==> config.mk <==
export PLATFORM = sky130hd
export DESIGN_NAME = datagram_crc8_append_check_core_flat
export DESIGN_NICKNAME = d
export VERILOG_FILES = /design/src/hdl/dcrc8_pkg.sv /design/src/hdl/dcrc8_in_if.sv /design/src/hdl/dcrc8_out_if.sv /design/src/hdl/dcrc8_cfg_if.sv /design/src/hdl/dcrc8_engine.sv /design/src/hdl/dcrc8_outreg.sv /design/src/hdl/datagram_crc8_append_check_core.sv /design/src/flat_wrapper.sv
export SDC_FILE = /design/constraint.sdc
export NUM_CORES = 1
export LEC_CHECK = 0
export ABC_CLOCK_PERIOD_IN_PS = 2800
export BUFFER_PORTS_ARGS = -buffer_cell sky130_fd_sc_hd__buf_2
export CAP_MARGIN = 30
export CORE_AREA = 2 2 65 67
export CTS_CLUSTER_DIAMETER = 200
export CTS_CLUSTER_SIZE = 10
export DETAILED_ROUTE_END_ITERATION = 7
export DIE_AREA = 0 0 67 69
export GPL_TIMING_DRIVEN = 0
export PLACE_DENSITY_LB_ADDON = 0.3
export SLEW_MARGIN = 20
export SYNTH_ARGS = -nofsm -noshare
export SYNTH_HDL_FRONTEND = slang
export SYNTH_SLANG_ARGS = --single-unit
==> constraint.sdc <==
create_clock -name clk -period 2.8 [get_ports clk]
set_input_delay 0.56 -clock clk [delete_from_list [all_inputs] [get_ports clk]]
set_output_delay 0.56 -clock clk [all_outputs]
set_load 0.01 [all_outputs]
==> src/hdl/dcrc8_pkg.sv <==
// types, constants and the byte-wide crc step for the datagram crc8 block
// no dependencies
package dcrc8_pkg;

    localparam int unsigned BYTE_W = 8;

    localparam logic [BYTE_W-1:0] CRC_POLY = 8'hD5;
    localparam logic [BYTE_W-1:0] CRC_TOP  = 8'h80;
    localparam logic [BYTE_W-1:0] CRC_INIT = 8'h00;
    localparam logic [BYTE_W-1:0] AUG_BYTE = 8'h00;

    typedef enum logic
    {
        MODE_CHECK = 1'b0,
        MODE_GEN   = 1'b1
    } mode_t;

    typedef struct packed
    {
        logic [BYTE_W-1:0] out_byte;
        logic              out_last;
        logic              crc_match;
    } res_t;

    typedef struct packed
    {
        logic busy;
        logic last;
        logic crc_zero;
    } stat_t;

    // msb-first shift of one byte into the register, unrolls to xor logic
    function automatic logic [BYTE_W-1:0] crc_shift_byte(
        input logic [BYTE_W-1:0] r,
        input logic [BYTE_W-1:0] b
    );
        logic [BYTE_W-1:0] acc;
        logic [BYTE_W-1:0] dat;
        logic              top;
        acc = r;
        dat = b;
        for (int i = 0; i < BYTE_W; i++)
        begin
            top = |(acc & CRC_TOP);
            acc = {acc[BYTE_W-2:0], |(dat & CRC_TOP)};
            dat = {dat[BYTE_W-2:0], 1'b0};
            if (top)
            begin
                acc = acc ^ CRC_POLY;
            end
        end
        return acc;
    endfunction

endpackage

==> src/hdl/dcrc8_in_if.sv <==
// byte input channel: valid/ready with data byte and last mark
// depends on dcrc8_pkg
interface dcrc8_in_if;
    logic                           valid;
    logic                           ready;
    logic [dcrc8_pkg::BYTE_W-1:0]   data_byte;
    logic                           last_byte;

    modport source (output valid, output data_byte, output last_byte, input ready);
    modport sink   (input valid, input data_byte, input last_byte, output ready);
endinterface

==> src/hdl/dcrc8_out_if.sv <==
// result channel: valid/ready with output byte, last mark and match flag
// depends on dcrc8_pkg
interface dcrc8_out_if;
    logic                           valid;
    logic                           ready;
    logic [dcrc8_pkg::BYTE_W-1:0]   out_byte;
    logic                           out_last;
    logic                           crc_match;

    modport source (output valid, output out_byte, output out_last, output crc_match,
                    input ready);
    modport sink   (input valid, input out_byte, input out_last, input crc_match,
                    output ready);
endinterface

==> src/hdl/dcrc8_cfg_if.sv <==
// configuration write channel for the mode register
// no dependencies
interface dcrc8_cfg_if;
    logic valid;
    logic ready;
    logic data;

    modport source (output valid, output data, input ready);
    modport sink   (input valid, input data, output ready);
endinterface

==> src/hdl/dcrc8_engine.sv <==
// input register, running crc register and the per-byte crc logic
// depends on dcrc8_pkg and dcrc8_in_if
module dcrc8_engine
(
    input  logic                    clk,
    input  logic                    rst_n,
    dcrc8_in_if.sink                in_ch,
    input  dcrc8_pkg::mode_t        mode,
    input  logic                    take_ok,
    output logic                    res_valid,
    output dcrc8_pkg::res_t         res,
    output dcrc8_pkg::stat_t        stat
);

    logic                           s1_vld_reg;
    logic                           s1_vld_next;
    logic [dcrc8_pkg::BYTE_W-1:0]   s1_byte_reg;
    logic                           s1_last_reg;
    logic [dcrc8_pkg::BYTE_W-1:0]   crc_reg;
    logic [dcrc8_pkg::BYTE_W-1:0]   crc_next;
    logic [dcrc8_pkg::BYTE_W-1:0]   crc_upd;
    logic [dcrc8_pkg::BYTE_W-1:0]   crc_fin;
    logic                           advance;
    logic                           load;

    assign advance     = s1_vld_reg & take_ok;
    assign in_ch.ready = ~s1_vld_reg | take_ok;
    assign load        = in_ch.valid & in_ch.ready;

    assign crc_upd = dcrc8_pkg::crc_shift_byte(crc_reg, s1_byte_reg);
    assign crc_fin = dcrc8_pkg::crc_shift_byte(crc_reg, dcrc8_pkg::AUG_BYTE);

    always_comb
    begin
        if (load)
        begin
            s1_vld_next = 1'b1;
        end
        else if (advance)
        begin
            s1_vld_next = 1'b0;
        end
        else
        begin
            s1_vld_next = s1_vld_reg;
        end
    end

    // the crc slot itself never enters the register; clear after each frame
    always_comb
    begin
        crc_next = crc_reg;
        if (advance)
        begin
            crc_next = s1_last_reg ? dcrc8_pkg::CRC_INIT : crc_upd;
        end
    end

    always_comb
    begin
        res.out_byte  = s1_byte_reg;
        res.out_last  = s1_last_reg;
        res.crc_match = 1'b0;
        if (s1_last_reg)
        begin
            if (mode == dcrc8_pkg::MODE_GEN)
            begin
                res.out_byte = crc_fin;
            end
            else
            begin
                res.crc_match = (s1_byte_reg == crc_fin);
            end
        end
    end

    assign res_valid     = s1_vld_reg;
    assign stat.busy     = s1_vld_reg;
    assign stat.last     = s1_last_reg;
    assign stat.crc_zero = (crc_reg == dcrc8_pkg::CRC_INIT);

    always_ff @(posedge clk or negedge rst_n)
    begin
        if (!rst_n)
        begin
            s1_vld_reg <= 1'b0;
            crc_reg    <= dcrc8_pkg::CRC_INIT;
        end
        else
        begin
            s1_vld_reg <= s1_vld_next;
            crc_reg    <= crc_next;
        end
    end

    always_ff @(posedge clk)
    begin
        if (load)
        begin
            s1_byte_reg <= in_ch.data_byte;
            s1_last_reg <= in_ch.last_byte;
        end
    end

endmodule

==> src/hdl/dcrc8_outreg.sv <==
// result register driving the output channel
// depends on dcrc8_pkg and dcrc8_out_if
module dcrc8_outreg
(
    input  logic                    clk,
    input  logic                    rst_n,
    input  logic                    res_valid,
    input  dcrc8_pkg::res_t         res,
    output logic                    take_ok,
    dcrc8_out_if.source             out_ch
);

    logic               vld_reg;
    logic               vld_next;
    dcrc8_pkg::res_t    res_reg;
    logic               load;

    assign take_ok = ~vld_reg | out_ch.ready;
    assign load    = res_valid & take_ok;

    always_comb
    begin
        if (load)
        begin
            vld_next = 1'b1;
        end
        else if (out_ch.ready)
        begin
            vld_next = 1'b0;
        end
        else
        begin
            vld_next = vld_reg;
        end
    end

    always_ff @(posedge clk or negedge rst_n)
    begin
        if (!rst_n)
        begin
            vld_reg <= 1'b0;
        end
        else
        begin
            vld_reg <= vld_next;
        end
    end

    always_ff @(posedge clk)
    begin
        if (load)
        begin
            res_reg <= res;
        end
    end

    assign out_ch.valid     = vld_reg;
    assign out_ch.out_byte  = res_reg.out_byte;
    assign out_ch.out_last  = res_reg.out_last;
    assign out_ch.crc_match = res_reg.crc_match;

endmodule

==> src/hdl/datagram_crc8_append_check_core.sv <==
// datagram crc8 (poly 0xd5, augmented) generate / check core
// each input beat passes through the input register and then the result register to become a result beat
// throughput: one beat per cycle while out_ch is not stalled; the byte-wide crc update loop is combinational
// reset: rst_n async active low clears both stage valids, the crc register and mode (check)
// depends on dcrc8_pkg, the channel interfaces, dcrc8_engine and dcrc8_outreg
module datagram_crc8_append_check_core
(
    input  logic            clk,
    input  logic            rst_n,
    dcrc8_in_if.sink        in_ch,
    dcrc8_out_if.source     out_ch,
    dcrc8_cfg_if.sink       cfg
);

    dcrc8_pkg::mode_t   mode_reg;
    dcrc8_pkg::res_t    res;
    dcrc8_pkg::stat_t   stat;
    logic               res_valid;
    logic               take_ok;

    assign cfg.ready = 1'b1;

    always_ff @(posedge clk or negedge rst_n)
    begin
        if (!rst_n)
        begin
            mode_reg <= dcrc8_pkg::MODE_CHECK;
        end
        else if (cfg.valid)
        begin
            mode_reg <= dcrc8_pkg::mode_t'(cfg.data);
        end
    end

    dcrc8_engine u_engine
    (
        .clk       (clk),
        .rst_n     (rst_n),
        .in_ch     (in_ch),
        .mode      (mode_reg),
        .take_ok   (take_ok),
        .res_valid (res_valid),
        .res       (res),
        .stat      (stat)
    );

    dcrc8_outreg u_outreg
    (
        .clk       (clk),
        .rst_n     (rst_n),
        .res_valid (res_valid),
        .res       (res),
        .take_ok   (take_ok),
        .out_ch    (out_ch)
    );

    // a match can only be flagged on the crc slot
    a_match_on_last: assert property (@(posedge clk) disable iff (!rst_n)
        (out_ch.valid && out_ch.crc_match) |-> out_ch.out_last)
        else $error("crc_match set on a non-last beat");

    // a full pipe with a stalled output must stop taking beats
    a_stall_blocks_input: assert property (@(posedge clk) disable iff (!rst_n)
        (stat.busy && out_ch.valid && !out_ch.ready) |-> !in_ch.ready)
        else $error("input accepted while pipe is full and stalled");

    // crc register clears once the last beat of a frame moves on
    a_crc_clears: assert property (@(posedge clk) disable iff (!rst_n)
        (stat.busy && take_ok && stat.last) |=> stat.crc_zero)
        else $error("crc register not cleared after end of frame");

endmodule
==> src/flat_wrapper.sv <==
// flat-port wrapper written by rule: the top's interface ports become plain ports
module datagram_crc8_append_check_core_flat 
  (clk, rst_n, in_ch_valid, in_ch_data_byte, in_ch_last_byte, in_ch_ready, out_ch_valid, out_ch_out_byte, out_ch_out_last, out_ch_crc_match, out_ch_ready, cfg_valid, cfg_data, cfg_ready);
  dcrc8_in_if in_ch_i ();
  dcrc8_out_if out_ch_i ();
  dcrc8_cfg_if cfg_i ();
  input  logic clk;
  input  logic rst_n;
  input wire logic [$bits(in_ch_i.valid)-1:0] in_ch_valid;
  input wire logic [$bits(in_ch_i.data_byte)-1:0] in_ch_data_byte;
  input wire logic [$bits(in_ch_i.last_byte)-1:0] in_ch_last_byte;
  output wire logic [$bits(in_ch_i.ready)-1:0] in_ch_ready;
  output wire logic [$bits(out_ch_i.valid)-1:0] out_ch_valid;
  output wire logic [$bits(out_ch_i.out_byte)-1:0] out_ch_out_byte;
  output wire logic [$bits(out_ch_i.out_last)-1:0] out_ch_out_last;
  output wire logic [$bits(out_ch_i.crc_match)-1:0] out_ch_crc_match;
  input wire logic [$bits(out_ch_i.ready)-1:0] out_ch_ready;
  input wire logic [$bits(cfg_i.valid)-1:0] cfg_valid;
  input wire logic [$bits(cfg_i.data)-1:0] cfg_data;
  output wire logic [$bits(cfg_i.ready)-1:0] cfg_ready;
  assign in_ch_i.valid = in_ch_valid;
  assign in_ch_i.data_byte = in_ch_data_byte;
  assign in_ch_i.last_byte = in_ch_last_byte;
  assign in_ch_ready = in_ch_i.ready;
  assign out_ch_valid = out_ch_i.valid;
  assign out_ch_out_byte = out_ch_i.out_byte;
  assign out_ch_out_last = out_ch_i.out_last;
  assign out_ch_crc_match = out_ch_i.crc_match;
  assign out_ch_i.ready = out_ch_ready;
  assign cfg_i.valid = cfg_valid;
  assign cfg_i.data = cfg_data;
  assign cfg_ready = cfg_i.ready;
  datagram_crc8_append_check_core u_core (.clk(clk), .rst_n(rst_n), .in_ch(in_ch_i), .out_ch(out_ch_i), .cfg(cfg_i));
endmodule
# Word-level counts from Yosys, hierarchy flattened
# Cells that the tools add are included.
[op_classes]
n_eq_ne = 1
muxes = 23
bitwise_logic = 23
n_reduce_logical = 3
[op_table]
columns = ["operator", "n"]
rows = [
  ["8-bit two-way mux", 19],
  ["5-bit NOT", 16],
  ["8-bit == test", 1],
  ["1-bit two-way mux", 4],
  ["2-bit nonzero test", 2],
  ["1-bit NOT", 3],
  ["1-bit bitwise AND", 2],
  ["1-bit OR", 2],
  ["2-bit OR reduction", 1],
]
[totals]
ff_bits = 30
in_bits = 15

# Longest topological paths before layout
[depth]
depth_word = 18
depth_mapped = 7
ltp_nobuf = 6

# Cells and area by module
# Synthesis repeated with hierarchy kept, for this count alone.
[hier_totals]
hier_cells = 125
area_unflattened_um2 = 1622.8
[by_module_without_submodules]
columns = ["mod", "instances", "cells_each", "area_each_um2", "seq_area_each_um2"]
rows = [
  ["dcrc8_engine", 1, 107, 1217.4, 495.5],
  ["dcrc8_outreg", 1, 14, 354.1, 325.3],
  ["datagram_crc8_append_check_core", 1, 4, 51.3, 25.0],
]

# Worst setup path after synthesis
# No wires, ideal clock.
[synth_path]
path_kind = "register -> register"
startpoint = "register u_core.u_engine.crc_reg[4] in the netlist's numbering"
endpoint = "register u_core.u_outreg.res_reg (netlist bit u_core.u_outreg.out_ch.crc_match), data pin"
setup_ns = 0.130
arrival_ns = 1.942
t_required_ns = 2.670
slack_ns = 0.728
path_stages_with_launch = 7
path_cell_list = "dfrtp_1 -> buf_6 -> xnor3_2 -> xnor2_2 -> or4_1 -> a31oi_1 -> o211a_1"
[synth_between]
elab_chain_len = 13
elab_cells_between_ends = 15
classes_between = "eq/ne (1); mux (8); bitwise (6)"
[synth_lines]
columns = ["item", "line", "text"]
rows = [
  ["from (decl)", "dcrc8_engine.sv:19", "logic [dcrc8_pkg::BYTE_W-1:0] crc_reg;"],
  ["from (signal assigned)", "dcrc8_engine.sv:87", "crc_reg <= dcrc8_pkg::CRC_INIT;"],
  ["from (signal assigned)", "dcrc8_engine.sv:92", "crc_reg <= crc_next;"],
  ["8-bit two-way mux (*)", "dcrc8_pkg.sv:47", "if (top)"],
  ["5-bit NOT (no line)", "--", ""],
  ["8-bit two-way mux (*)", "dcrc8_pkg.sv:47", ""],
  ["5-bit NOT (no line)", "--", ""],
  ["8-bit two-way mux (*) (3 in a row)", "dcrc8_pkg.sv:47", ""],
  ["5-bit NOT (no line) or 8-bit two-way mux (tied branches)", "--", ""],
  ["8-bit two-way mux (*)", "dcrc8_pkg.sv:47", ""],
  ["5-bit NOT (no line) or 8-bit two-way mux (tied branches)", "--", ""],
  ["8-bit two-way mux (*) (2 in a row)", "dcrc8_pkg.sv:47", ""],
  ["8-bit == test (*)", "dcrc8_engine.sv:72", "res.crc_match = (s1_byte_reg == crc_fin);"],
  ["to (signal assigned)", "dcrc8_outreg.sv:53", "res_reg <= res;"],
  ["to (decl)", "dcrc8_outreg.sv:15", "dcrc8_pkg::res_t res_reg;"],
]
# Mark *: on every way between the ends. The rest lies on a longest branch, timed or not.
# A chain may end at the register's enable or synchronous reset.

# Worst setup path after layout
# Same ends and word-level chain as after synthesis.

==> reports/metrics.csv <==
stage,metric,value,unit
global_route,antenna_found_initial,0,
timing,fin_ws,0.5301,ns
status,status,finished clean,
setup_path,cp-start-kind,flop,
synth,synthArstFlopShare,36.67,%
cells_and_area,final_cells,232,
place,dpl_worst_slack,0.5809,ns
clocking,clk_latency,0.29,ns
run,max_cap_viol_count,0,
die,start_util,43.64,%
synth,synth_area_leaders,"edfxtp_1 (33%), dfrtp_1 (16%), xnor2_1 (10%)",
global_route,grt_usage,16.48,%
cells_and_area,num_antenna_cells,0,
drt,dr.pass1.iters,4,
timing,setup_viol,0,
cells_and_area,final_area,0.001986,mm²
global_route,grt_max_degree,12,
synth,synth-seq-area-share,49.52,%
setup_path,crit_type,flop to flop,
timing,final.period_utilization,81.07,%
timing,hold_slack,0.1273,ns
drt,drc,0,
setup_path,rr_endpoint,u_core.u_outreg.out_ch.crc_match$_SDFFCE_PP0P_,
synth,synthDistinctLibCells,39,
setup_path,arrival,2.43,ns
clocking,htreeDepth,2,
synth,syn-cell-area,0.001708,mm²
setup_path,reg2reg_setup_slack,0.53,ns
setup_path,reg2reg_from,u_core.u_engine.crc_reg[4]$_DFFE_PN0P_,
cells_and_area,drive_gt1_share,26.37,%
global_route,grt_pass1_wl,5568,µm
cells_and_area,seq_area,845.8,µm²
clocking,clockRootBuffer,clkbuf_8,
setup_path,critPathRequiredTime,2.96,ns
die,core_area,0.003914,mm²
clocking,hold_buffers,0,
global_route,grt.overflow.total,0,
die,io-pin-count,28,
synth,netlist.top_cell.by_area,edfxtp_1,
die,die_y,69,µm
drt,via_per_inst,5.043,
synth,avgSynthCellArea,11.54,µm²
clocking,clockBufferDepth,2,
clocking,numCtsBuffers,5,
synth,ys.flop_type,edfxtp_1,
global_route,grt_pass1_vias,1179,
timing,fmax,0.4405,GHz
power,power_density,1438,mW/mm²
synth,yosys.area.top_type_share,33.41,%
drt,wl_per_cell,14.03,µm
setup_path,endpoint_kind,flop,
cells_and_area,postLayoutCoreUtil,50.74,%
timing,drv_slew,0,
clocking,clk_pin_slew_worst_paths,0.07,ns
place,io_buffers,26,
die,dieArea,0.004623,mm²
clocking,post_cts_resized,0,
timing,tightest_slew,0.5593,ns
die,rows,23,
cells_and_area,fillers,367,
die,die_width,67,µm
drt,ant_nets,0,
place,hpwlAfterDp,2426,µm
timing,hold_viol,0,
power,fin_total_pwr,2.856,mW
power,vdd_drop_max,625.3,µV
place,place.gp.congestion,0.8280,
cells_and_area,area_growth,16.26,%
timing,relSlewSlack,62.44,%
drt,vias,1170,
setup_path,rr_worst_depth,7,
drt,drt_wl_total,3255,µm
cells_and_area,nNetsFinal,196,
synth,synth_cells,148,
place,post_dp_cell_area,0.001901,mm²
clocking,cts.sinks,30,
timing,rsz0062_at_grt,false,
power,p_leak,0.8064,nW
timing,tns,0,ns
clocking,cts_setup_buffers,0,
clocking,cts_tree,built,
place,dp_cells,224,
timing,fin_skew,0.004323,ns
cells_and_area,multi_input_area,792.0,µm²
drt,drt_iter0_drc,110,
setup_path,path_max_fanout,10,
synth,synth_fp_nets,163,
hold_path,holdCritPathClass,input port to async pin,
synth,ys_ff_latch,30,
synth,ys_warn_count,0,
timing,layout_min_cycle_time,2.270,ns
synth,synth_enable_flop_cells,19,
[critical path: stages (launching register included)]
cell and delay, ns:
dfrtp_1 0.37, buf_6 0.13, xnor3_2 0.46, xor2_4 0.42, xnor2_1 0.20, nand4b_1 0.19, a31oi_1 0.22, o211a_1 0.16
[power breakdown]
group | total (mW) | internal [mW] | leakage (nW) | switching (mW)
logic | 1.89 | 0.820 | 0.444 | 1.07
registers | 0.626 | 0.582 | 0.320 | 0.0439
clock network | 0.338 | 0.170 | 0.0416 | 0.168
[worst max path at each step]
stage | cells past startpoint | start | to
after floorplan | 6 | u_core.u_engine.crc_reg[4]$_DFFE_PN0P_ | u_core.u_outreg.out_ch.crc_match$_SDFFCE_PP0P_
after global placement | 7 | u_core.u_engine.crc_reg[4]$_DFFE_PN0P_ | u_core.u_outreg.out_ch.crc_match$_SDFFCE_PP0P_
after detailed placement | 7 | u_core.u_engine.crc_reg[4]$_DFFE_PN0P_ | u_core.u_outreg.out_ch.crc_match$_SDFFCE_PP0P_
after CTS | 7 | u_core.u_engine.crc_reg[4]$_DFFE_PN0P_ | u_core.u_outreg.out_ch.crc_match$_SDFFCE_PP0P_
after global routing | 7 | u_core.u_engine.crc_reg[4]$_DFFE_PN0P_ | u_core.u_outreg.out_ch.crc_match$_SDFFCE_PP0P_
final | 7 | u_core.u_engine.crc_reg[4]$_DFFE_PN0P_ | u_core.u_outreg.out_ch.crc_match$_SDFFCE_PP0P_
[area by class of cell]
class | count | area share (%)
sequential | 30 | 42.60
multi-input combinational | 104 | 39.89
timing repair buffer | 26 | 6.553
clock buffer | 5 | 3.466
buffer | 12 | 3.151
tap | 50 | 3.151
clock inverter | 3 | 0.8192
inverter | 2 | 0.3781
[Yosys cell counts (all sizes together), types with 4 or more instances]
cell type	instances
xnor2	24
xor2	10
nor3	6
clkbuf	5
nand2	15
edfxtp	19
nor2	5
o31ai	4
buf	7
nand2b	5
dfrtp	11
o21ai	9
[metal layers]
metal  wire (µm)  track usage [%]
met5           0                0
met4          62            7.029
met3         212            6.036
met2        1532            25.30
met1        1448            20.62
[kinds of logic (layout without fill, tap and decap cells)]
| family | count (synthesis) | in the layout | synth area share (%) |
|---|---|---|---|
| mux | 4 | 4 | 2.491 |
| other cells | 1 | 1 | 0.2196 |
| compound gates | 24 | 24 | 9.451 |
| xor+xnor | 36 | 36 | 23.00 |
| buf+inv | 14 | 48 | 4.103 |
| flops | 30 | 30 | 49.52 |
| simple gates | 39 | 39 | 11.21 |
[cells in the final DEF (no fill, tap or decap), types with 2 or more instances in the layout]
cell,n
buf_2,28
xnor2_1,20
edfxtp_1,19
nand2_1,15
dfrtp_1,11
xor2_1,9
nor3_1,6
clkbuf_1,5
o21ai_1,5
nand2b_1,5
nor2_1,5
clkbuf_8,5
o21ai_0,4
xnor2_2,4
a21oi_1,3
o31ai_1,3
buf_1,2
buf_4,2
mux2_2,2
inv_1,2
and2_1,2
nor4_1,2
mux2i_1,2
a22o_1,2
Power figures use the tool's default switching activity.
